<file path="config.mk">
export PLATFORM = sky130hd
export DESIGN_NAME = fmts_queue
export DESIGN_NICKNAME = d
export VERILOG_FILES = /design/src/design/fmts_pkg.sv /design/src/design/fmts_queue.sv
export SDC_FILE = /design/constraint.sdc
export NUM_CORES = 1
export LEC_CHECK = 0
export BUFFER_PORTS_ARGS = -buffer_cell sky130_fd_sc_hd__buf_2
export CAP_MARGIN = 5
export CELL_PAD_IN_SITES_DETAIL_PLACEMENT = 0
export CELL_PAD_IN_SITES_GLOBAL_PLACEMENT = 1
export CORE_MARGIN = 8
export CORE_UTILIZATION = 30
export DETAILED_ROUTE_END_ITERATION = 12
export PLACE_DENSITY_LB_ADDON = 0.1
export SETUP_SLACK_MARGIN = 0.1
export SLEW_MARGIN = 15
export SYNTH_ARGS = -nofsm -noshare
export SYNTH_HDL_FRONTEND = slang
export SYNTH_SLANG_ARGS = --single-unit
</file>
<file path="constraint.sdc">
create_clock -name clk -period 2.01 [get_ports clk]
set_input_delay 0.201 -clock clk [delete_from_list [all_inputs] [get_ports clk]]
set_output_delay 0.201 -clock clk [all_outputs]
set_load 0.03 [all_outputs]
</file>
<file path="src/design/fmts_pkg.sv">
// ----------------------------------------------------------------------------
// Flow meter package
// Shared widths, constants, queue item and state types for the flow meter.
// ----------------------------------------------------------------------------
package fmts_pkg;

  // Sizing of the rate path.
  localparam int HIST_DEPTH = 10;
  localparam int RATE_W     = 24;
  localparam int COUNT_W    = 16;

  // Fixed widths of the configuration registers.
  localparam int TIMEOUT_W = 16;
  localparam int NUM_W     = 32;

  // Configuration register indexes.
  localparam int CFG_IDX_W = 2;
  localparam logic [CFG_IDX_W-1:0] CFG_TIMEOUT = 2'd0;
  localparam logic [CFG_IDX_W-1:0] CFG_NUMER   = 2'd1;

  localparam logic [TIMEOUT_W-1:0] TIMEOUT_RESET = 16'd510;
  localparam logic [NUM_W-1:0]     NUMER_RESET   = 32'd25454545;

  localparam logic [RATE_W-1:0]  RATE_MAX  = '1;
  localparam logic [COUNT_W-1:0] COUNT_MAX = '1;

  // Timeout compare is done at the wider of the counter and register widths.
  localparam int CMP_W = (COUNT_W > TIMEOUT_W) ? COUNT_W : TIMEOUT_W;

  // History ring and running sum.
  localparam int SLOT_W = $clog2(HIST_DEPTH);
  localparam int SUM_W  = RATE_W + $clog2(HIST_DEPTH);

  // The average is sum / HIST_DEPTH, done as a multiply by a rounded-up
  // reciprocal. With the shift at SUM_W plus the divisor's bit length the
  // result is exact for every sum below 2**SUM_W.
  localparam int AVG_SHIFT = SUM_W + $clog2(HIST_DEPTH);
  localparam int MUL_W     = SUM_W + 1;
  localparam logic [63:0] AVG_MULT_FULL =
    ((64'd1 << AVG_SHIFT) + 64'(HIST_DEPTH) - 64'd1) / 64'(HIST_DEPTH);
  localparam logic [MUL_W-1:0] AVG_MULT = AVG_MULT_FULL[MUL_W-1:0];

  // Serial divider: one quotient bit per cycle.
  localparam int ITER_W = $clog2(NUM_W);

  // Queue between the front and back parts.
  localparam int QUEUE_DEPTH = 2;
  localparam int QPTR_W      = (QUEUE_DEPTH > 1) ? $clog2(QUEUE_DEPTH) : 1;
  localparam int QCNT_W      = $clog2(QUEUE_DEPTH + 1);

  // One classified item as handed from the front to the back.
  typedef struct packed {
    logic               is_edge;   // sensor edge, needs a rate update
    logic [COUNT_W-1:0] count;     // tick count captured at the edge
    logic               shutoff;   // timeout shut the pump off on this tick
    logic               counting;  // counter state after the item
  } fmts_job_t;

  typedef struct packed {
    logic empty;
    logic full;
  } fmts_qstat_t;

  typedef enum logic [2:0] {
    BK_IDLE,
    BK_DIV,
    BK_UPD,
    BK_AVG,
    BK_DONE
  } fmts_bstate_t;

endpackage

</file>
<file path="src/design/fmts_queue.sv">
// ----------------------------------------------------------------------------
// Flow meter item queue
// Short first-in first-out queue between the front and back parts.
// ----------------------------------------------------------------------------
module fmts_queue (
  input  logic                  clk,
  input  logic                  rst_n,
  input  logic                  push,
  input  fmts_pkg::fmts_job_t   wdata,
  input  logic                  pop,
  output fmts_pkg::fmts_job_t   rdata,
  output fmts_pkg::fmts_qstat_t qstat
);

  fmts_pkg::fmts_job_t mem [fmts_pkg::QUEUE_DEPTH];

  logic [fmts_pkg::QPTR_W-1:0] wr_ptr_r, rd_ptr_r;
  logic [fmts_pkg::QCNT_W-1:0] cnt_r;

  function automatic logic [fmts_pkg::QPTR_W-1:0] ptr_inc(
    input logic [fmts_pkg::QPTR_W-1:0] p
  );
    return (p == fmts_pkg::QPTR_W'(fmts_pkg::QUEUE_DEPTH - 1)) ? '0 : p + 1'b1;
  endfunction

  assign qstat.empty = (cnt_r == '0);
  assign qstat.full  = (cnt_r == fmts_pkg::QCNT_W'(fmts_pkg::QUEUE_DEPTH));
  assign rdata       = mem[rd_ptr_r];

  always_ff @(posedge clk) begin
    if (push) begin
      mem[wr_ptr_r] <= wdata;
    end
  end

  always_ff @(posedge clk) begin
    if (!rst_n) begin
      wr_ptr_r <= '0;
      rd_ptr_r <= '0;
      cnt_r    <= '0;
    end else begin
      if (push) begin
        wr_ptr_r <= ptr_inc(wr_ptr_r);
      end
      if (pop) begin
        rd_ptr_r <= ptr_inc(rd_ptr_r);
      end
      if (push && !pop) begin
        cnt_r <= cnt_r + 1'b1;
      end else if (pop && !push) begin
        cnt_r <= cnt_r - 1'b1;
      end
    end
  end

endmodule

</file>
==> run_summary.xml <==
<?xml version="1.0" encoding="UTF-8"?>
<metrics>
  <group name="clock_network">
    <metric name="clock_path_buffers" unit="">2</metric>
    <metric name="cts_hold_buf" unit="">0</metric>
    <metric name="htree_levels" unit="">2</metric>
    <metric name="clock_insertion_delay_worst_skew" unit="ns">0.28</metric>
    <metric name="cts.repair_timing.setup_buffer_count" unit="">0</metric>
    <metric name="clkSinkCount" unit="">43</metric>
    <metric name="clk_pin_slew_worst_paths" unit="ns">0.07</metric>
    <metric name="tritoncts" unit="">yes</metric>
    <metric name="clockRootBuffer" unit="">sky130_fd_sc_hd__clkbuf_8</metric>
    <metric name="cts_resized" unit="">0</metric>
    <metric name="cts_buffers" unit="">5</metric>
  </group>
  <group name="pwr">
    <metric name="share_seq_of_total_power" unit="%">56.6</metric>
    <metric name="ir_worst_vdd" unit="uV">323</metric>
    <metric name="netSwitchingPower" unit="uW">452</metric>
    <metric name="power.share.switching" unit="%">24.5</metric>
    <metric name="totalPowerFinal" unit="uW">1840</metric>
    <metric name="power_density" unit="mW/mm^2">919</metric>
    <metric name="cellInternalPower" unit="uW">1390</metric>
    <metric name="leakage" unit="uW">0.000768</metric>
    <metric name="power.clock.fraction" unit="%">27.3</metric>
    <metric name="comb_power_share" unit="%">16.1</metric>
  </group>
  <group name="setup_path">
    <metric name="element_type_at_the_critical_path_start" unit="">flop</metric>
    <metric name="path_max_fanout" unit="">11</metric>
    <metric name="data_arrival_critical_path" unit="ns">1.35</metric>
    <metric name="timing.setup.critical_path_class" unit="">reg -&gt; out</metric>
    <metric name="worst_r2r_path_depth" unit="">3</metric>
    <metric name="r2r_start" unit="">cnt_r[0]</metric>
    <metric name="worst-r2r-setup-slack" unit="ns">0.99</metric>
    <metric name="crit_path_end_kind" unit="">output pin</metric>
    <metric name="worst_ep_required_time" unit="ns">1.81</metric>
    <metric name="worstReg2RegEnd" unit="">cnt_r[1]</metric>
  </group>
  <group name="detailed_routing">
    <metric name="finalWirelength" unit="um">2860</metric>
    <metric name="detail_route.wl_per_cell" unit="um">13.9</metric>
    <metric name="final_antenna_net_count" unit="">0</metric>
    <metric name="drc" unit="">0</metric>
    <metric name="num_vias" unit="">842</metric>
    <metric name="drt-pass1-iter-count" unit="">2</metric>
    <metric name="vias_per_inst" unit="">4.09</metric>
    <metric name="first_iteration_detailed_routing_drc_count" unit="">14</metric>
  </group>
  <group name="grt">
    <metric name="global_route.overflow_total" unit="">0</metric>
    <metric name="first_global_vias" unit="">887</metric>
    <metric name="grt_max_degree" unit="">14</metric>
    <metric name="grt_use_total" unit="%">7.57</metric>
    <metric name="global_route_wire_length_before_repair" unit="um">4290</metric>
    <metric name="grt_antenna_before_repair" unit="">0</metric>
  </group>
  <group name="die">
    <metric name="effective_utilization_at_floorplan" unit="%">31.1</metric>
    <metric name="die_w" unit="um">88.8</metric>
    <metric name="dieHeight" unit="um">88.8</metric>
    <metric name="fp.dieArea" unit="sq mm">0.00789</metric>
    <metric name="placeableCoreArea" unit="sq mm">0.00511</metric>
    <metric name="num_rows" unit="">26</metric>
    <metric name="num_io_pins" unit="">44</metric>
  </group>
  <group name="sta">
    <metric name="timing.setup.tns" unit="ns">0</metric>
    <metric name="report.final.hold_viol_count" unit="">0</metric>
    <metric name="slew-limit-headroom" unit="%">87.8</metric>
    <metric name="finalCriticalPeriod" unit="ns">1.55</metric>
    <metric name="slew_viol_final" unit="">0</metric>
    <metric name="skew" unit="ns">0.00489</metric>
    <metric name="fmax" unit="MHz">644</metric>
    <metric name="setup_viol" unit="">0</metric>
    <metric name="max_slew.worst_pin.slew" unit="ns">0.182</metric>
    <metric name="period_share" unit="%">77.2</metric>
    <metric name="grt_setup_unrepaired" unit="">false</metric>
  </group>
  <group name="synth">
    <metric name="post_synth_xor_area_fraction" unit="%">1.65</metric>
    <metric name="synth_seq_cells" unit="">43</metric>
    <metric name="ys.warnings.count" unit="">0</metric>
    <metric name="yosysSeqAreaShare" unit="%">78.0</metric>
    <metric name="synth_adder_area_share" unit="%">0.787</metric>
    <metric name="synth_simple_gate_area_share" unit="%">3.54</metric>
    <metric name="synth_top_family_by_area" unit="">multiplexers</metric>
    <metric name="yosys-mux-area-fraction" unit="%">13.5</metric>
    <metric name="syn_avg_cell_area" unit="sq um">19.6</metric>
    <metric name="syn_area" unit="sq mm">0.00159</metric>
    <metric name="synth.lib_cells_used.distinct" unit="">17</metric>
    <metric name="post_synth_inst_count" unit="">81</metric>
    <metric name="synth_compound_gate_area_share" unit="%">1.26</metric>
    <metric name="synth_fp_nets" unit="">105</metric>
  </group>
  <group name="worst_hold_path">
    <metric name="hold_path_end" unit="">mem[1][10]</metric>
    <metric name="hold_path_class" unit="">in -&gt; reg</metric>
    <metric name="worst_hold_path.num_cells" unit="">1</metric>
    <metric name="hold_start" unit="">wdata[10]</metric>
  </group>
  <group name="job">
    <metric name="drv_cap" unit="">0</metric>
  </group>
  <group name="cells_and_area">
    <metric name="insertedDiodeCount" unit="">0</metric>
    <metric name="layout-drive-gt1-share" unit="%">55.1</metric>
    <metric name="nNetsFinal" unit="">159</metric>
    <metric name="area_growth" unit="%">26.0</metric>
    <metric name="final_core_utilization" unit="%">39.2</metric>
  </group>
  <group name="placement">
    <metric name="post_detail_place_hpwl" unit="um">2100</metric>
    <metric name="place.port_buffers" unit="">43</metric>
    <metric name="final_replace_weighted_congestion" unit="">0.634</metric>
  </group>
  <group name="status">
    <metric name="outcome" unit="">finished, final reports clean</metric>
  </group>
</metrics>
## layer usage
layer	global-route usage, %	vias up	share of wire, %
li1	-	412	-
met1	7.57	405	37
met2	12.8	23	54
met3	3.71	2	8.4
met4	3.69	0	0.73
met5	0	-	0
## placed cells by master (no fill, tap or decap), types with 2 or more instances in the layout
cell,Yosys,routed
sky130_fd_sc_hd__and2_1,4,4
sky130_fd_sc_hd__buf_2,1,43
sky130_fd_sc_hd__buf_4,0,6
sky130_fd_sc_hd__clkbuf_1,0,3
sky130_fd_sc_hd__clkbuf_8,0,5
sky130_fd_sc_hd__dfxtp_1,5,5
sky130_fd_sc_hd__edfxtp_1,38,38
sky130_fd_sc_hd__mux2_2,19,19
sky130_fd_sc_hd__xor2_1,2,2
## cells in the mapped netlist
cell type / instances / area, sq um
sky130_fd_sc_hd__o21ai_0: 1 / 5.00
sky130_fd_sc_hd__buf_2: 1 / 5.00
sky130_fd_sc_hd__buf_6: 1 / 11.3
sky130_fd_sc_hd__and2_1: 4 / 25.0
sky130_fd_sc_hd__nor2b_1: 2 / 12.5
sky130_fd_sc_hd__edfxtp_1: 38 / 1140
sky130_fd_sc_hd__xor2_1: 2 / 17.5
sky130_fd_sc_hd__and2b_2: 1 / 8.76
sky130_fd_sc_hd__o21a_1: 1 / 7.51
sky130_fd_sc_hd__mux2_2: 19 / 214
sky130_fd_sc_hd__nor2_1: 1 / 3.75
sky130_fd_sc_hd__inv_1: 1 / 3.75
sky130_fd_sc_hd__xnor2_1: 1 / 8.76
sky130_fd_sc_hd__a21boi_1: 1 / 7.51
sky130_fd_sc_hd__ha_1: 1 / 12.5
sky130_fd_sc_hd__or3_1: 1 / 6.26
sky130_fd_sc_hd__dfxtp_1: 5 / 100
## power groups by stage
| stage | logic, uW | registers, uW | clock network [uW] |
|---|---|---|---|
| floorplan | 206 | 1060 | 0 |
| global placement | 301 | 1060 | 0 |
| detailed placement | 303 | 1060 | 0 |
| CTS | 304 | 1040 | 529 |
| global route | 320 | 1050 | 558 |
| finish | 296 | 1040 | 503 |
## sequential cells by signal, summed over array words and instances (netlist names), named ones only
register / flops
mem: 38
rd_ptr_r: 1
wr_ptr_r: 1
cnt_r: 2
## critical path: stages, from the launching register on
cell	delay (ns)
sky130_fd_sc_hd__dfxtp_1	0.33
sky130_fd_sc_hd__buf_4	0.21
sky130_fd_sc_hd__mux2_2	0.35
sky130_fd_sc_hd__buf_2	0.18
## how the worst max path moves through the flow
stage | from | endpoint | slack (ns)
2_1_floorplan | wr_ptr_r | mem[0][0] | 0.40
3_3_place_gp | flop | rdata[9] | 0.76
3_5_place_dp | flop | rdata[9] | 0.75
4_1_cts | flop | rdata[9] | 0.43
5_1_grt | flop | rdata[7] | 0.38
6_report | flop | rdata[9] | 0.46
## cell families after synthesis
kind of cell | after synthesis
compound gates | 3
xor+xnor | 3
fa+ha+maj | 1
buf+inv | 3
flops | 43
mux | 19
simple gates | 9
## through the flow
stage / instance area (sq um) / hold WS [ns] / worst slack [ns] / instances
2_1_floorplan: 1590 / 0.300 / 0.403 / 81
3_3_place_gp: 1920 / 0.388 / 0.760 / 198
3_5_place_dp: 1920 / 0.393 / 0.746 / 198
4_1_cts: 2000 / 0.0908 / 0.425 / 206
5_1_grt: 2000 / 0.0900 / 0.385 / 206
6_report: 2000 / 0.104 / 0.458 / 206
## cell type report
| cell class | instances | area, sq um |
|---|---|---|
| inverters | 1 | 3.75 |
| clock buffers | 8 | 80.1 |
| well taps | 70 | 87.6 |
| repair buffers | 49 | 260 |
| multi-input cells | 35 | 332 |
| fillers | 500 | 3100 |
| flip-flops and latches | 43 | 1240 |
Note: power is estimated with default switching activity, not from simulation.
