===== src/design/fmts_pkg.sv =====
// ----------------------------------------------------------------------------
// Flow meter package
// Shared widths, constants, queue item and state types for the flow meter.
// ----------------------------------------------------------------------------
package fmts_pkg;

  // Sizing of the rate path.
  localparam int HIST_DEPTH = 10;
  localparam int RATE_W     = 24;
  localparam int COUNT_W    = 16;

  // Fixed widths of the configuration registers.
  localparam int TIMEOUT_W = 16;
  localparam int NUM_W     = 32;

  // Configuration register indexes.
  localparam int CFG_IDX_W = 2;
  localparam logic [CFG_IDX_W-1:0] CFG_TIMEOUT = 2'd0;
  localparam logic [CFG_IDX_W-1:0] CFG_NUMER   = 2'd1;

  localparam logic [TIMEOUT_W-1:0] TIMEOUT_RESET = 16'd510;
  localparam logic [NUM_W-1:0]     NUMER_RESET   = 32'd25454545;

  localparam logic [RATE_W-1:0]  RATE_MAX  = '1;
  localparam logic [COUNT_W-1:0] COUNT_MAX = '1;

  // Timeout compare is done at the wider of the counter and register widths.
  localparam int CMP_W = (COUNT_W > TIMEOUT_W) ? COUNT_W : TIMEOUT_W;

  // History ring and running sum.
  localparam int SLOT_W = $clog2(HIST_DEPTH);
  localparam int SUM_W  = RATE_W + $clog2(HIST_DEPTH);

  // The average is sum / HIST_DEPTH, done as a multiply by a rounded-up
  // reciprocal. With the shift at SUM_W plus the divisor's bit length the
  // result is exact for every sum below 2**SUM_W.
  localparam int AVG_SHIFT = SUM_W + $clog2(HIST_DEPTH);
  localparam int MUL_W     = SUM_W + 1;
  localparam logic [63:0] AVG_MULT_FULL =
    ((64'd1 << AVG_SHIFT) + 64'(HIST_DEPTH) - 64'd1) / 64'(HIST_DEPTH);
  localparam logic [MUL_W-1:0] AVG_MULT = AVG_MULT_FULL[MUL_W-1:0];

  // Serial divider: one quotient bit per cycle.
  localparam int ITER_W = $clog2(NUM_W);

  // Queue between the front and back parts.
  localparam int QUEUE_DEPTH = 2;
  localparam int QPTR_W      = (QUEUE_DEPTH > 1) ? $clog2(QUEUE_DEPTH) : 1;
  localparam int QCNT_W      = $clog2(QUEUE_DEPTH + 1);

  // One classified item as handed from the front to the back.
  typedef struct packed {
    logic               is_edge;   // sensor edge, needs a rate update
    logic [COUNT_W-1:0] count;     // tick count captured at the edge
    logic               shutoff;   // timeout shut the pump off on this tick
    logic               counting;  // counter state after the item
  } fmts_job_t;

  typedef struct packed {
    logic empty;
    logic full;
  } fmts_qstat_t;

  typedef enum logic [2:0] {
    BK_IDLE,
    BK_DIV,
    BK_UPD,
    BK_AVG,
    BK_DONE
  } fmts_bstate_t;

endpackage


===== src/design/fmts_front.sv =====
// ----------------------------------------------------------------------------
// Flow meter front part
// Accepts items, runs the edge-to-edge tick counter and timeout check.
// ----------------------------------------------------------------------------
module fmts_front (
  input  logic                            clk,
  input  logic                            rst_n,
  input  logic                            in_valid,
  output logic                            in_stall,
  input  logic                            in_command,
  input  logic                            in_pump_running,
  input  logic [fmts_pkg::TIMEOUT_W-1:0]  timeout,
  input  fmts_pkg::fmts_qstat_t           qstat,
  output logic                            push,
  output fmts_pkg::fmts_job_t             job
);

  logic [fmts_pkg::COUNT_W-1:0] tick_r, tick_nxt, tick_inc;
  logic                         counting_r, counting_nxt;

  assign in_stall = qstat.full;
  assign push     = in_valid && !qstat.full;

  always_comb begin
    tick_nxt     = tick_r;
    counting_nxt = counting_r;
    tick_inc     = (tick_r == fmts_pkg::COUNT_MAX) ? tick_r
                                                   : tick_r + 1'b1;
    job.is_edge  = in_command;
    job.count    = tick_r;
    job.shutoff  = 1'b0;
    if (in_command) begin
      tick_nxt     = '0;
      counting_nxt = 1'b1;
    end else if (counting_r) begin
      if (fmts_pkg::CMP_W'(tick_inc) >= fmts_pkg::CMP_W'(timeout)) begin
        // Timeout: the count restarts, and the pump is shut off if it runs.
        tick_nxt = '0;
        if (in_pump_running) begin
          job.shutoff  = 1'b1;
          counting_nxt = 1'b0;
        end
      end else begin
        tick_nxt = tick_inc;
      end
    end
    job.counting = counting_nxt;
  end

  always_ff @(posedge clk) begin
    if (!rst_n) begin
      tick_r     <= '0;
      counting_r <= 1'b0;
    end else if (push) begin
      tick_r     <= tick_nxt;
      counting_r <= counting_nxt;
    end
  end

endmodule


===== config.mk =====
export PLATFORM = sky130hd
export DESIGN_NAME = fmts_front
export DESIGN_NICKNAME = d
export VERILOG_FILES = /design/src/design/fmts_pkg.sv /design/src/design/fmts_front.sv
export SDC_FILE = /design/constraint.sdc
export NUM_CORES = 1
export LEC_CHECK = 0
export ABC_AREA = 1
export BUFFER_PORTS_ARGS = -buffer_cell sky130_fd_sc_hd__clkbuf_2
export CORE_MARGIN = 8
export CORE_UTILIZATION = 35
export DETAILED_ROUTE_END_ITERATION = 6
export PLACE_DENSITY = 0.57
export SETUP_SLACK_MARGIN = 0.4
export SLEW_MARGIN = 40
export SYNTH_ARGS = -nofsm -noshare
export SYNTH_HDL_FRONTEND = slang
export SYNTH_SLANG_ARGS = --single-unit

===== constraint.sdc =====
create_clock -name clk -period 4.15 [get_ports clk]
set_clock_uncertainty 0.05 [all_clocks]
set_input_delay 0.2075 -clock clk [delete_from_list [all_inputs] [get_ports clk]]
set_output_delay 0.2075 -clock clk [all_outputs]
set_load 0.02 [all_outputs]

==> flow_summary.json, run 1 <==
{
  "status": "finished, final reports clean",
  "grt_pass1_wl_um": 7760,
  "clkLatencyLatePin_ns": 0.26,
  "cts.reportedPaths.clkPinSlew_ns": 0.07,
  "crit_type": "reg2out",
  "drt_iter0_markers": 85,
  "post-route-period-util_pct": 81.8,
  "final_cells": 369,
  "finalHoldViolCount": 0,
  "synth_area_per_cell_um2": 6.50,
  "cts_htree_levels": 1,
  "routed_via_density": 4.65,
  "ys_types": 28,
  "clk_path_buf_depth": 2,
  "die_area_um2": 7380,
  "initial_core_util_pct": 36.2,
  "finalSetupViolations": 0,
  "start_kind": "flip-flop",
  "place_hpwl_um": 3620,
  "ant_nets": 0,
  "leakagePower_nw": 0.979,
  "syn_area_um2": 1710,
  "io_pins": 44,
  "wl_per_cell_um": 12.4,
  "finalMaxSlewViolations": 0,
  "coreArea_um2": 4720,
  "antenna_found_initial": 0,
  "worst_slack_ns": 0.757,
  "slew_headroom_pct": 54.9,
  "hold_class": "in2reg",
  "layout_min_cycle_time_ns": 3.39,
  "grt_pass1_vias": 1655,
  "final_layout_size_suffix_gt1_share_pct": 23.2,
  "dp.cells": 365,
  "place_ws_ns": 0.861,
  "grt_usage_pct": 12.7,
  "fill_cells": 514,
  "place_congestion": 0.853,
  "maxCapViolCount": 0,
  "vias": 1717,
  "multiInputGateArea_um2": 1160,
  "nNetsFinal": 343,
  "drc": 0,
  "required_ns": 3.89,
  "area_growth_pct": 16.2,
  "rsz0062_at_grt": "false",
  "cts_tree": "done",
  "tns_ns": 0,
  "synth-seq-area-share_pct": 19.9,
  "grt_max_degree": 19,
  "routed_wl_um": 4560,
  "fmax_mhz": 295,
  "irDropWorstVdd_mv": 0.0710,
  "rows": 25,
  "cts_buffers": 3,
  "synth_fp_nets": 303,
  "fp.dieW_um": 85.9,
  "yosys_warnings": 0,
  "critPathMaxFanout": 17,
  "io_buffer_count": 42,
  "power_density_nw_per_um2": 169,
  "synth_seq_cells": 17,
  "grt_overflow": 0,
  "crit_arrival_ns": 3.14,
  "worst_pin_slew_ns": 0.676,
  "holdBufCountCts": 0,
  "die_h_um": 85.9,
  "firstDrtPassIters": 4,
  "root_buffer": "clkbuf_8",
  "netlist_instances": 263,
  "clock-sinks": 17,
  "end_kind": "output pin",
  "antenna_cells": 0,
  "seq_area_um2": 340,
  "final_util_pct": 42.1
}
## critical path, cell delays in order (launching register included)
cell	delay, ns
dfxtp_1	0.36
ha_1	0.26
nand2_2	0.13
nor2_4	0.06
nand2_4	0.11
nor2_4	0.05
inv_2	0.35
nand2_1	0.15
ha_1	0.32
nand4_1	0.11
nor3_1	0.32
nand2_4	0.21
nand2_1	0.10
nand2_1	0.08
nor2_1	0.09
clkbuf_2	0.17
## path summary, 6_finish.rpt
path,slack [ns],cells after the start,startpoint,end
min reg2reg,0.47,2,tick_r[15]$_SDFFE_PN0P_,tick_r[15]$_SDFFE_PN0P_
max,0.76,15,tick_r[0]$_SDFFE_PN0P_,job[1]
max reg2reg,1.15,14,tick_r[1]$_SDFFE_PN0P_,tick_r[6]$_SDFFE_PN0P_
min,0.24,3,qstat[0],counting_r$_SDFFE_PN0P_
## cells by family after synthesis
kind of cell	count (synthesis)	synth area share, %
DFF	17	19.9
AOI/OAI and AO/OA	33	10.3
xor gates and xnor gates	5	2.56
and+or+nand+nor	146	41.8
adders and majority gates	17	12.4
buffers and inverters	45	12.9
## per-stage QoR
stage	power (W)	hold WS (ns)	area [um2]
2_1_floorplan	0.000197	0.348	1710
3_3_place_gp	0.000212	0.462	1930
3_5_place_dp	0.000213	0.461	1930
4_1_cts	0.000342	0.240	1980
5_1_grt	0.000360	0.299	1990
6_report	0.000336	0.242	1990
## cell usage after synthesis
library cell,n,share of area [%]
nand2_1,66,14
nor2_4,3,2.0
clkbuf_1,2,0.44
nand2_4,6,3.9
buf_4,3,1.3
nor2_2,2,0.73
nor2_1,26,5.7
nand2_2,8,2.9
a21oi_2,1,0.51
nand3_1,8,2.3
dfxtp_1,17,20
nor3_1,3,0.88
xnor2_1,2,1.0
o21a_1,2,0.88
clkinv_1,1,0.22
nand4_1,23,8.4
inv_2,2,0.44
o21ai_1,1,0.29
o21ai_0,5,1.5
buf_6,2,1.3
buf_12,1,1.2
o21bai_1,1,0.44
nor3b_1,1,0.44
a21oi_1,23,6.7
xor2_1,3,1.5
clkbuf_8,1,0.80
inv_1,33,7.2
ha_1,17,12
## placed cells by master (no fill, tap or decap)
| cell type | netlist | routed |
|---|---|---|
| nor2_1 | 26 | 26 |
| nand3_1 | 8 | 8 |
| clkbuf_1 | 2 | 1 |
| inv_2 | 2 | 2 |
| nor3b_1 | 1 | 1 |
| ha_1 | 17 | 17 |
| nand2_4 | 6 | 7 |
| nor3_1 | 3 | 3 |
| o21bai_1 | 1 | 1 |
| o21ai_0 | 5 | 4 |
| nand2_2 | 8 | 7 |
| nor2_4 | 3 | 3 |
| clkbuf_8 | 1 | 3 |
| o21a_1 | 2 | 2 |
| buf_4 | 3 | 2 |
| o21ai_2 | 0 | 1 |
| xnor2_1 | 2 | 2 |
| a21oi_1 | 23 | 23 |
| clkinv_1 | 1 | 1 |
| nand2_1 | 66 | 66 |
| clkbuf_2 | 0 | 42 |
| dfxtp_1 | 17 | 17 |
| xor2_1 | 3 | 3 |
| inv_1 | 33 | 33 |
| nand4_1 | 23 | 23 |
| a21oi_2 | 1 | 1 |
| nor2_2 | 2 | 2 |
| o21ai_1 | 1 | 1 |
## sequential cells by signal (all words and copies together), names as in the netlist
| name | flops |
|---|---|
| tick_r | 16 |
| counting_r | 1 |
## metal layers
metal	vias up	part of all wire [%]	wire length, um	track usage [%]
met1	741	46	2110	15.1
met4	0	2.1	97	3.98
met5	-	0	0	0
met3	8	4.7	216	3.34
met2	30	47	2130	21.6
li1	938	-	-	-
## power breakdown
group / internal, W / switching, W
clock: 0.0000683 / 0.0000599
combinational: 0.0000177 / 0.0000254
sequential: 0.000164 / 0.00000105
total: 0.000250 / 0.0000863
## layout make-up
cell class,instances,share of cell area [%]
Clock buffer,4,2.27
Sequential cell,17,17.1
Tap cell,67,4.22
Multi-Input combinational cell,201,58.2
Inverter,36,6.80
Timing Repair Buffer,44,11.3
## timing repair
action / in CTS / in global routing
setup endpoints to repair: 0 / 2
buffers inserted: 0 / 0
resized for setup: 0 / 3
No activity file was read; power rests on OpenSTA's default activity.
==> run 2, diff against run 1 <==
Clock period 4.15 ns to 3.5 ns, I/O delays scaled along.
==> run 2 against run 1 <==
Effect of this change: combinational power rose by 35%; critical path depth rose by 2; power rose by 23%; setup slack got worse by 0.25 ns; largest cell class unchanged; flip-flop and latch count did not move.
==> flow_summary.json, run 2 (synthesis gave the netlist of run 1 again) <==
{
  "status": "finished, final reports clean",
  "io_buffer_count": 42,
  "p_clk_share_pct": 38.8,
  "rsz0062_at_grt": "false",
  "internal_power_w": 0.000299,
  "grt_pass1_vias": 1687,
  "rows": 25,
  "largest_register": "tick_r",
  "clk_path_buf_depth": 2,
  "io_pins": 44,
  "die_h_um": 85.9,
  "drc": 0,
  "final_common_cell": "nand2_1",
  "start_kind": "flip-flop",
  "worst_path_most_repeated_cell": "nand2_4",
  "dr_wl_met3_um": 301,
  "clkLatencyLatePin_ns": 0.27,
  "power_frac_comb_pct": 14.1,
  "wl_met1_um": 2230,
  "irDropWorstVdd_mv": 0.113,
  "layout_common_cells": "61 x nand2_1, 40 x clkbuf_2, 33 x inv_1, 23 x nand4_1, 22 x nor2_1",
  "cts_buffers": 3,
  "top_layer_used": "met4",
  "final_util_pct": 48.5,
  "critPathMaxFanout": 7,
  "routed_via_density": 4.93,
  "crit_type": "reg2out",
  "finalSetupViolations": 0,
  "maxCapViolCount": 0,
  "tns_ns": 0,
  "p_switching_w": 0.000114,
  "nNetsFinal": 360,
  "firstDrtPassIters": 5,
  "worst_pin_slew_ns": 0.667,
  "path_cells": "ha_4, nand2_4, nor2_4, nand2_4, nor2_4, clkinv_8, buf_6, buf_4, nand2_4, ha_1, nand2_1, nor2_1, a21oi_2, nand2_2, nand2_2, o21a_1, buf_6",
  "drt_iter0_markers": 86,
  "place_congestion": 0.860,
  "routed_wl_um": 5150,
  "pwr-share-seq_pct": 47.1,
  "crit_arrival_ns": 2.77,
  "holdBufCountCts": 0,
  "grt_usage_pct": 12.9,
  "grt_max_degree": 19,
  "fp.dieW_um": 85.9,
  "vias": 1904,
  "post-route-period-util_pct": 85.6,
  "final_layout_size_suffix_gt1_share_pct": 37.9,
  "antenna_cells": 0,
  "wl_per_cell_um": 13.3,
  "leakagePower_nw": 1.08,
  "required_ns": 3.27,
  "clock-sinks": 17,
  "layout_min_cycle_time_ns": 2.99,
  "coreArea_um2": 4720,
  "place_hpwl_um": 3670,
  "largest_reg_flops": 16,
  "initial_core_util_pct": 36.2,
  "cts_htree_levels": 1,
  "root_buffer": "clkbuf_8",
  "fmax_mhz": 334,
  "grt_pass1_wl_um": 7840,
  "end_kind": "output pin",
  "area_growth_pct": 33.8,
  "slew_headroom_pct": 55.5,
  "critPathMaxStageDelay_ns": 0.39,
  "wl_met2_um": 2480,
  "cts.reportedPaths.clkPinSlew_ns": 0.08,
  "hold_class": "in2reg",
  "grt_overflow": 0,
  "finalMaxSlewViolations": 0,
  "die_area_um2": 7380,
  "reg.largest.list": "tick_r x16, counting_r x1",
  "power_density_nw_per_um2": 180,
  "cp_slowest_cell": "dfxtp_4",
  "antenna_found_initial": 0,
  "cts_tree": "done",
  "p_sw_share_pct": 27.6,
  "ant_nets": 0,
  "finalHoldViolCount": 0
}
run 2: what timing repair did:
| action | 4_1_cts | 5_1_grt |
|---|---|---|
| hold endpoints to repair | 0 | 0 |
| gates cloned | 0 | 0 |
| pin swaps | 0 | 15 |
| setup buffers | 0 | 16 |
| resized for setup | 7 | 50 |
| endpoints found under the setup margin | 2 | 2 |
run 2: path summary, 6_finish.rpt:
check	start	to	slack, ns	cells after the start
worst min register to register	tick_r[8]$_SDFFE_PN0P_	tick_r[8]$_SDFFE_PN0P_	0.45	2
worst min-delay path	qstat[0]	counting_r$_SDFFE_PN0P_	0.21	3
worst max-delay path	tick_r[1]$_SDFFE_PN0P_	job[0]	0.51	17
worst max register to register	tick_r[1]$_SDFFE_PN0P_	tick_r[14]$_SDFFE_PN0P_	0.74	16
run 2: power by group through the flow:
stage	combinational (W)	sequential, W	clock [W]
6_report	0.0000583	0.000194	0.000160
3_3_place_gp	0.0000515	0.000200	0
5_1_grt	0.0000667	0.000195	0.000171
3_5_place_dp	0.0000522	0.000200	0
2_1_floorplan	0.0000331	0.000200	0
4_1_cts	0.0000524	0.000196	0.000160
run 2: stage by stage:
stage | std cells | setup slack (ns) | hold slack [ns] | cell area (um2) | total power [W]
after global placement | 366 | 0.508 | 0.461 | 1940 | 0.000252
after detailed placement | 366 | 0.467 | 0.459 | 1940 | 0.000252
final | 386 | 0.505 | 0.209 | 2290 | 0.000413
after floorplan | 263 | 0.627 | 0.315 | 1710 | 0.000234
after CTS | 370 | 0.395 | 0.211 | 2000 | 0.000408
after global routing | 386 | 0.328 | 0.269 | 2290 | 0.000432
run 2: cell type report:
cell class | instances | area (um2)
multi-input cells | 201 | 1280
flip-flops and latches | 17 | 363
fillers | 491 | 2430
clock buffers | 4 | 45.0
repair buffers | 61 | 367
inverters | 36 | 148
well taps | 67 | 83.8
run 2: critical path: cells and delay by family, from the launching register on:
family,cells,cell delay [ns]
and+or+nand+nor,9,0.91
adders and majority gates,2,0.38
DFF,1,0.39
AOI/OAI and AO/OA,2,0.31
buffers and inverters,4,0.50
run 2: layer usage:
layer	global-route usage, %	vias to the layer above
li1	-	975
met2	21.8	54
met3	2.39	11
met4	4.78	0
met5	0	-
met1	15.6	864
