### src/design/fmts_pkg.sv
// ----------------------------------------------------------------------------
// Flow meter package
// Shared widths, constants, queue item and state types for the flow meter.
// ----------------------------------------------------------------------------
package fmts_pkg;

  // Sizing of the rate path.
  localparam int HIST_DEPTH = 10;
  localparam int RATE_W     = 24;
  localparam int COUNT_W    = 16;

  // Fixed widths of the configuration registers.
  localparam int TIMEOUT_W = 16;
  localparam int NUM_W     = 32;

  // Configuration register indexes.
  localparam int CFG_IDX_W = 2;
  localparam logic [CFG_IDX_W-1:0] CFG_TIMEOUT = 2'd0;
  localparam logic [CFG_IDX_W-1:0] CFG_NUMER   = 2'd1;

  localparam logic [TIMEOUT_W-1:0] TIMEOUT_RESET = 16'd510;
  localparam logic [NUM_W-1:0]     NUMER_RESET   = 32'd25454545;

  localparam logic [RATE_W-1:0]  RATE_MAX  = '1;
  localparam logic [COUNT_W-1:0] COUNT_MAX = '1;

  // Timeout compare is done at the wider of the counter and register widths.
  localparam int CMP_W = (COUNT_W > TIMEOUT_W) ? COUNT_W : TIMEOUT_W;

  // History ring and running sum.
  localparam int SLOT_W = $clog2(HIST_DEPTH);
  localparam int SUM_W  = RATE_W + $clog2(HIST_DEPTH);

  // The average is sum / HIST_DEPTH, done as a multiply by a rounded-up
  // reciprocal. With the shift at SUM_W plus the divisor's bit length the
  // result is exact for every sum below 2**SUM_W.
  localparam int AVG_SHIFT = SUM_W + $clog2(HIST_DEPTH);
  localparam int MUL_W     = SUM_W + 1;
  localparam logic [63:0] AVG_MULT_FULL =
    ((64'd1 << AVG_SHIFT) + 64'(HIST_DEPTH) - 64'd1) / 64'(HIST_DEPTH);
  localparam logic [MUL_W-1:0] AVG_MULT = AVG_MULT_FULL[MUL_W-1:0];

  // Serial divider: one quotient bit per cycle.
  localparam int ITER_W = $clog2(NUM_W);

  // Queue between the front and back parts.
  localparam int QUEUE_DEPTH = 2;
  localparam int QPTR_W      = (QUEUE_DEPTH > 1) ? $clog2(QUEUE_DEPTH) : 1;
  localparam int QCNT_W      = $clog2(QUEUE_DEPTH + 1);

  // One classified item as handed from the front to the back.
  typedef struct packed {
    logic               is_edge;   // sensor edge, needs a rate update
    logic [COUNT_W-1:0] count;     // tick count captured at the edge
    logic               shutoff;   // timeout shut the pump off on this tick
    logic               counting;  // counter state after the item
  } fmts_job_t;

  typedef struct packed {
    logic empty;
    logic full;
  } fmts_qstat_t;

  typedef enum logic [2:0] {
    BK_IDLE,
    BK_DIV,
    BK_UPD,
    BK_AVG,
    BK_DONE
  } fmts_bstate_t;

endpackage

### src/design/fmts_back.sv
// ----------------------------------------------------------------------------
// Flow meter back part
// Serial rate divider, history ring, running average and result register.
// ----------------------------------------------------------------------------
module fmts_back (
  input  logic                                 clk,
  input  logic                                 rst_n,
  input  logic [fmts_pkg::NUM_W-1:0]           numerator,
  input  fmts_pkg::fmts_job_t                  job,
  input  fmts_pkg::fmts_qstat_t                qstat,
  output logic                                 pop,
  output logic                                 busy,
  output logic                                 out_valid,
  input  logic                                 out_stall,
  output logic [fmts_pkg::RATE_W-1:0]          out_latest_rate,
  output logic [fmts_pkg::RATE_W-1:0]          out_average_rate,
  output logic signed [fmts_pkg::RATE_W:0]     out_rate_change,
  output logic                                 out_pump_off_request,
  output logic                                 out_timer_running
);

  fmts_pkg::fmts_bstate_t state_r, state_nxt;

  // Divider.
  logic [fmts_pkg::ITER_W-1:0]  iter_r, iter_nxt;
  logic [fmts_pkg::COUNT_W-1:0] rem_r, rem_nxt;
  logic [fmts_pkg::COUNT_W-1:0] dvsr_r, dvsr_nxt;
  logic [fmts_pkg::NUM_W-1:0]   quo_r, quo_nxt;
  logic [fmts_pkg::COUNT_W:0]   shifted, diff;

  // Rate state.
  logic [fmts_pkg::RATE_W-1:0]        hist_r [fmts_pkg::HIST_DEPTH];
  logic                               hist_we;
  logic [fmts_pkg::SLOT_W-1:0]        slot_r, slot_nxt;
  logic [fmts_pkg::SUM_W-1:0]         sum_r, sum_nxt;
  logic [fmts_pkg::RATE_W-1:0]        prev_r, prev_nxt;
  logic signed [fmts_pkg::RATE_W:0]   change_r, change_nxt;
  logic [fmts_pkg::RATE_W-1:0]        avg_r, avg_nxt;
  logic [fmts_pkg::RATE_W-1:0]        rate_c;
  logic [fmts_pkg::SUM_W+fmts_pkg::MUL_W-1:0] prod;

  // Result register.
  logic                               ov_r, ov_nxt;
  logic [fmts_pkg::RATE_W-1:0]        o_latest_r, o_latest_nxt;
  logic [fmts_pkg::RATE_W-1:0]        o_avg_r, o_avg_nxt;
  logic signed [fmts_pkg::RATE_W:0]   o_change_r, o_change_nxt;
  logic                               o_off_r, o_off_nxt;
  logic                               o_run_r, o_run_nxt;
  logic                               out_free;

  assign out_free = !ov_r || !out_stall;
  assign busy     = (state_r != fmts_pkg::BK_IDLE);

  assign shifted = {rem_r, quo_r[fmts_pkg::NUM_W-1]};
  assign diff    = shifted - {1'b0, dvsr_r};

  // A zero period and a quotient above the rate range both give the maximum.
  assign rate_c = ((dvsr_r == '0) ||
                   (quo_r > fmts_pkg::NUM_W'(fmts_pkg::RATE_MAX)))
                  ? fmts_pkg::RATE_MAX : quo_r[fmts_pkg::RATE_W-1:0];

  assign prod = {{fmts_pkg::MUL_W{1'b0}}, sum_r} *
                {{fmts_pkg::SUM_W{1'b0}}, fmts_pkg::AVG_MULT};

  always_comb begin
    state_nxt    = state_r;
    iter_nxt     = iter_r;
    rem_nxt      = rem_r;
    dvsr_nxt     = dvsr_r;
    quo_nxt      = quo_r;
    slot_nxt     = slot_r;
    sum_nxt      = sum_r;
    prev_nxt     = prev_r;
    change_nxt   = change_r;
    avg_nxt      = avg_r;
    hist_we      = 1'b0;
    pop          = 1'b0;
    ov_nxt       = ov_r && out_stall;
    o_latest_nxt = o_latest_r;
    o_avg_nxt    = o_avg_r;
    o_change_nxt = o_change_r;
    o_off_nxt    = o_off_r;
    o_run_nxt    = o_run_r;

    unique case (state_r)
      fmts_pkg::BK_IDLE: begin
        if (!qstat.empty && (job.is_edge || out_free)) begin
          pop = 1'b1;
          if (job.is_edge) begin
            dvsr_nxt  = job.count;
            quo_nxt   = numerator;
            rem_nxt   = '0;
            iter_nxt  = fmts_pkg::ITER_W'(fmts_pkg::NUM_W - 1);
            state_nxt = fmts_pkg::BK_DIV;
          end else begin
            // A tick leaves the rate state alone and reports it as it is.
            ov_nxt       = 1'b1;
            o_latest_nxt = prev_r;
            o_avg_nxt    = avg_r;
            o_change_nxt = change_r;
            o_off_nxt    = job.shutoff;
            o_run_nxt    = job.counting;
          end
        end
      end
      fmts_pkg::BK_DIV: begin
        rem_nxt = diff[fmts_pkg::COUNT_W] ? shifted[fmts_pkg::COUNT_W-1:0]
                                          : diff[fmts_pkg::COUNT_W-1:0];
        quo_nxt = {quo_r[fmts_pkg::NUM_W-2:0], ~diff[fmts_pkg::COUNT_W]};
        if (iter_r == '0) begin
          state_nxt = fmts_pkg::BK_UPD;
        end else begin
          iter_nxt = iter_r - 1'b1;
        end
      end
      fmts_pkg::BK_UPD: begin
        hist_we    = 1'b1;
        prev_nxt   = rate_c;
        change_nxt = $signed({1'b0, rate_c}) - $signed({1'b0, prev_r});
        sum_nxt    = sum_r - fmts_pkg::SUM_W'(hist_r[slot_r])
                           + fmts_pkg::SUM_W'(rate_c);
        slot_nxt   = (slot_r == fmts_pkg::SLOT_W'(fmts_pkg::HIST_DEPTH - 1))
                     ? '0 : slot_r + 1'b1;
        state_nxt  = fmts_pkg::BK_AVG;
      end
      fmts_pkg::BK_AVG: begin
        avg_nxt   = prod[fmts_pkg::AVG_SHIFT +: fmts_pkg::RATE_W];
        state_nxt = fmts_pkg::BK_DONE;
      end
      fmts_pkg::BK_DONE: begin
        if (out_free) begin
          // An edge always leaves the counter running.
          ov_nxt       = 1'b1;
          o_latest_nxt = prev_r;
          o_avg_nxt    = avg_r;
          o_change_nxt = change_r;
          o_off_nxt    = 1'b0;
          o_run_nxt    = 1'b1;
          state_nxt    = fmts_pkg::BK_IDLE;
        end
      end
      default: begin
        state_nxt = fmts_pkg::BK_IDLE;
      end
    endcase
  end

  always_ff @(posedge clk) begin
    if (!rst_n) begin
      state_r  <= fmts_pkg::BK_IDLE;
      ov_r     <= 1'b0;
      slot_r   <= '0;
      sum_r    <= '0;
      prev_r   <= '0;
      change_r <= '0;
      avg_r    <= '0;
      for (int i = 0; i < fmts_pkg::HIST_DEPTH; i++) begin
        hist_r[i] <= '0;
      end
    end else begin
      state_r  <= state_nxt;
      ov_r     <= ov_nxt;
      slot_r   <= slot_nxt;
      sum_r    <= sum_nxt;
      prev_r   <= prev_nxt;
      change_r <= change_nxt;
      avg_r    <= avg_nxt;
      if (hist_we) begin
        hist_r[slot_r] <= rate_c;
      end
    end
  end

  always_ff @(posedge clk) begin
    iter_r     <= iter_nxt;
    rem_r      <= rem_nxt;
    dvsr_r     <= dvsr_nxt;
    quo_r      <= quo_nxt;
    o_latest_r <= o_latest_nxt;
    o_avg_r    <= o_avg_nxt;
    o_change_r <= o_change_nxt;
    o_off_r    <= o_off_nxt;
    o_run_r    <= o_run_nxt;
  end

  assign out_valid            = ov_r;
  assign out_latest_rate      = o_latest_r;
  assign out_average_rate     = o_avg_r;
  assign out_rate_change      = o_change_r;
  assign out_pump_off_request = o_off_r;
  assign out_timer_running    = o_run_r;

endmodule

### config.mk
export PLATFORM = sky130hd
export DESIGN_NAME = fmts_back
export DESIGN_NICKNAME = d
export VERILOG_FILES = /design/src/design/fmts_pkg.sv /design/src/design/fmts_back.sv
export SDC_FILE = /design/constraint.sdc
export NUM_CORES = 2
export LEC_CHECK = 0
export BUFFER_PORTS_ARGS = -buffer_cell sky130_fd_sc_hd__buf_2
export CORE_MARGIN = 2
export CORE_UTILIZATION = 64
export DETAILED_ROUTE_END_ITERATION = 10
export PLACE_DENSITY_LB_ADDON = 0.25
export SETUP_SLACK_MARGIN = 0.02
export SKIP_LAST_GASP = 1
export SYNTH_ARGS = -nofsm -noshare
export SYNTH_HDL_FRONTEND = slang
export SYNTH_SLANG_ARGS = --single-unit
### constraint.sdc
create_clock -name clk -period 6.8 [get_ports clk]
set_input_delay 2.04 -clock clk [delete_from_list [all_inputs] [get_ports clk]]
set_output_delay 2.04 -clock clk [all_outputs]
set_load 0.005 [all_outputs]
==> results by group <==
Floorplanning
  – IO Count: between 100 and 150
  – Starting density of the core: around 65%
  – Core Region: 64,200 sq um
  – Die Ht: ~260 um
  – Core Rows: 93
  – Die X: approximately 260 um
  – Die Area: between 60,000 and 70,000 sq um

Worst hold path
  – Worst Hold Class: flop to flop

Clock tree
  – TritonCTS Buffers: a little under 70
  – Clk buf depth: 3
  – Clock Pin Slew Worst Setup and Hold Paths: 60 ps
  – CTS root buf: clkbuf_16
  – CTS HTree Levels: 3
  – CTS tree: built
  – Clock latency on the worst-skew pair: ~630 ps
  – Number of clock sinks: roughly 640

Synth
  – Post-synth EDFFs: 528
  – Async SR Flop Fraction: 0%
  – Synthesized area: approximately 41,000 sq um
  – Post-synth cell types: 86
  – Share of the yosys chip area belonging to registers: ~44%
  – Post-Syn Nets: roughly 4,200
  – Yosys Warn Count: 0
  – Average size of a mapped cell: between 10 and 15 sq um
  – Yosys reg bits: 641
  – Synthesized instance count: 3,500
  – Ys flop type: edfxtp_1

Timing
  – Final worst-path cycle share: roughly 96%
  – Final setup viols: 0
  – RSZ-0062 raised after global routing: no
  – Fmax: around 0.15 GHz
  – Slew @ Worst Pin: 1120 ps
  – Fin. max-slew vios: 0
  – Setup TNS: 0 ps
  – Final WS setup: between 200 and 300 ps
  – WHS: roughly 430 ps
  – Clock skew: 32.8 ps
  – Tmin final: about 6500 ps
  – Slew margin rel.: roughly 25%
  – Final hold viol count: 0

Pwr
  – P_sw: between 0.0015 and 0.002 W
  – Pwr dens: 184 nW/um^2
  – Clock share of power: 42.9%
  – Total chip power: approximately 0.0085 W
  – Flop pwr share: 51.6%
  – Sw Share: approximately 23%
  – Internal power: between 0.006 and 0.007 W
  – Comb pwr share: around 5.5%
  – VDD IR max: 0.000246 V
  – Lkg Pwr: between 20 and 25 nW

Place
  – Pre-CTS setup slack: approximately 84 ps
  – Dpl hpwl: around 77 mm
  – GP Congestion: just under 1
  – Placed insts: between 4,000 and 5,000
  – I/O Buffers: roughly 130

Global route
  – Pin count of the biggest net entering global routing: 50
  – Global route overflow: 0
  – First-pass GRT wire length: 159 mm
  – Tot GR Track Use: between 30% and 40%
  – Initial antenna violation count: 1
  – Number of global-route vias before repair: between 20,000 and 30,000

Layout
  – Area grow syn2layout: 11.5%
  – Most frequent cells in the layout: inv_1 (641), edfxtp_1 (528), ha_1 (339), nand2_1 (335), fa_1 (326)
  – Share of post-route cells with drive strength above 1: ~15%
  – Most common cell after layout, fill and taps aside: inv_1
  – Layout Cells excl Fill: 4,660
  – Fillers: 4,344
  – Nets: 4,473

Routing
  – Post-DR wirelength/cell: around 22 um
  – Post-DRT Antenna Nets: 0
  – Via count: roughly 28,000
  – Vias per Instance: about 5.9
  – Residual DRC: 0
  – DRT Pass-1 Iters: 6
  – DRT Wirelength: 104 mm
  – Initial DRC count: 2,854

Setup path
  – Worst-path fanout max: 5
  – Worst setup SP type: flop
  – Kind of cell adding the most delay to the critical path: adder cells
  – CP required: roughly 7400 ps
  – WP data arrival: just over 7000 ps
  – Slowest stage cell, crit path: fa_1
  – CP Class: flop to flop
  – Max stage delay on crit path: 550 ps
  – CP endpoint kind: flop
  – CP Cell Sequence: ha_1, inv_1, fa_1, inv_1, fa_1, fa_1, inv_1, fa_1, inv_1, fa_1, inv_1, fa_1, inv_1, ha_1, nand2_1, nor2_1, o2111ai_1, a311oi_2, buf_4, o21ai_1, a21oi_2, a31oi_2, or4_1, nand3_1
  – CP bufs+invs: 7

Run
  – Max Cap Violations: 0

Run status
  – Status: finished clean
## synthesized netlist by cell type, types with 34 or more instances
| master | n | area [sq um] |
|---|---|---|
| fa_1 | 326 | 6530 |
| mux4_2 | 120 | 2700 |
| edfxtp_1 | 528 | 15900 |
| nor2_1 | 330 | 1240 |
| a21o_1 | 51 | 383 |
| clkbuf_1 | 88 | 330 |
| o21ai_0 | 54 | 270 |
| xor2_1 | 34 | 298 |
| xnor2_1 | 46 | 403 |
| ha_1 | 341 | 4270 |
| nand3_1 | 38 | 190 |
| dfxtp_1 | 113 | 2260 |
| a21oi_1 | 131 | 656 |
| inv_1 | 642 | 2410 |
| nand2_1 | 335 | 1260 |
## cells by family (layout without fill, tap and decap cells)
family	after synthesis	after routing	synth area share [%]
AOI/OAI and AO/OA	374	374	5.91
xor gates and xnor gates	80	80	1.69
adders and majority gates	667	667	26.0
buffers and inverters	743	1047	6.77
DFF	641	641	43.7
muxes	138	138	6.97
other	0	1	0
and+or+nand+nor	857	857	8.88
## final timing paths
| kind | startpoint | endpoint | slack (ps) | cells after the start |
|---|---|---|---|---|
| setup reg to reg | sum_r[13] | avg_r[17] | 270 | 24 |
| hold / removal | change_r[6] | out_rate_change[6] | 430 | 0 |
| hold reg to reg | change_r[6] | out_rate_change[6] | 430 | 0 |
| setup / recovery | sum_r[13] | avg_r[17] | 270 | 24 |
## area by class of cell
class | instances | area (sq um) | area share (%)
timing repair buffer | 281 | 1790 | 3.88
sequential | 641 | 18100 | 39.3
tap | 855 | 1070 | 2.32
inverter | 642 | 2410 | 5.22
clock buffer | 80 | 1780 | 3.85
multi-input combinational | 2116 | 20600 | 44.6
clock inverter | 44 | 418 | 0.905
antenna | 1 | 2.50 | 0.00542
## registers in the layout (all words and copies together), names as in the netlist, 5 cells and up, named ones only
name	flops
change_r	25
iter_r	5
hist_r	384
avg_r	24
out_average_rate	24
rem_r	16
out_rate_change	25
sum_r	28
quo_r	32
out_latest_rate	24
prev_r	24
dvsr_r	16
## per-stage QoR
step | utilization [%] | cell area (sq um)
after detailed placement | 68.4 | 44000
after floorplan | - | 41400
after CTS | 71.9 | 46200
final | 71.9 | 46200
after global routing | 71.9 | 46200
after global placement | 68.4 | 44000
## worst reg2reg max path: stages, from the launching register on
cell	delay (ps)
dfxtp_2	410
ha_1	230
inv_1	150
fa_1	550
inv_1	60
fa_1	510
fa_1	530
inv_1	60
fa_1	540
inv_1	50
fa_1	480
inv_1	50
fa_1	480
inv_1	80
ha_1	350
nand2_1	80
nor2_1	190
o2111ai_1	150
a311oi_2	190
buf_4	190
o21ai_1	110
a21oi_2	240
a31oi_2	190
or4_1	500
nand3_1	90
## routing by layer
layer	track usage, %	share of wire, %	wire length, um
met1	41.0	38	39200
met2	52.8	49	51000
met3	6.04	8.7	9000
met4	13.6	4.4	4600
met5	0	0	0
## power groups by stage
stage	Sequential [W]	Combinational, W	Clock [W]
after detailed placement	0.00446	0.000458	0
final	0.00438	0.000466	0.00365
after global routing	0.00439	0.000509	0.00383
after global placement	0.00446	0.000446	0
after floorplan	0.00445	0.000318	0
after CTS	0.00438	0.000462	0.00368
## what timing repair did
item                                    4_1_cts  5_1_grt
endpoints found under the setup margin        0       16
gates resized for setup                       0       13
hold buffers                                  0        0
setup buffers                                 0        1
No activity file was read; power rests on OpenSTA's default activity.
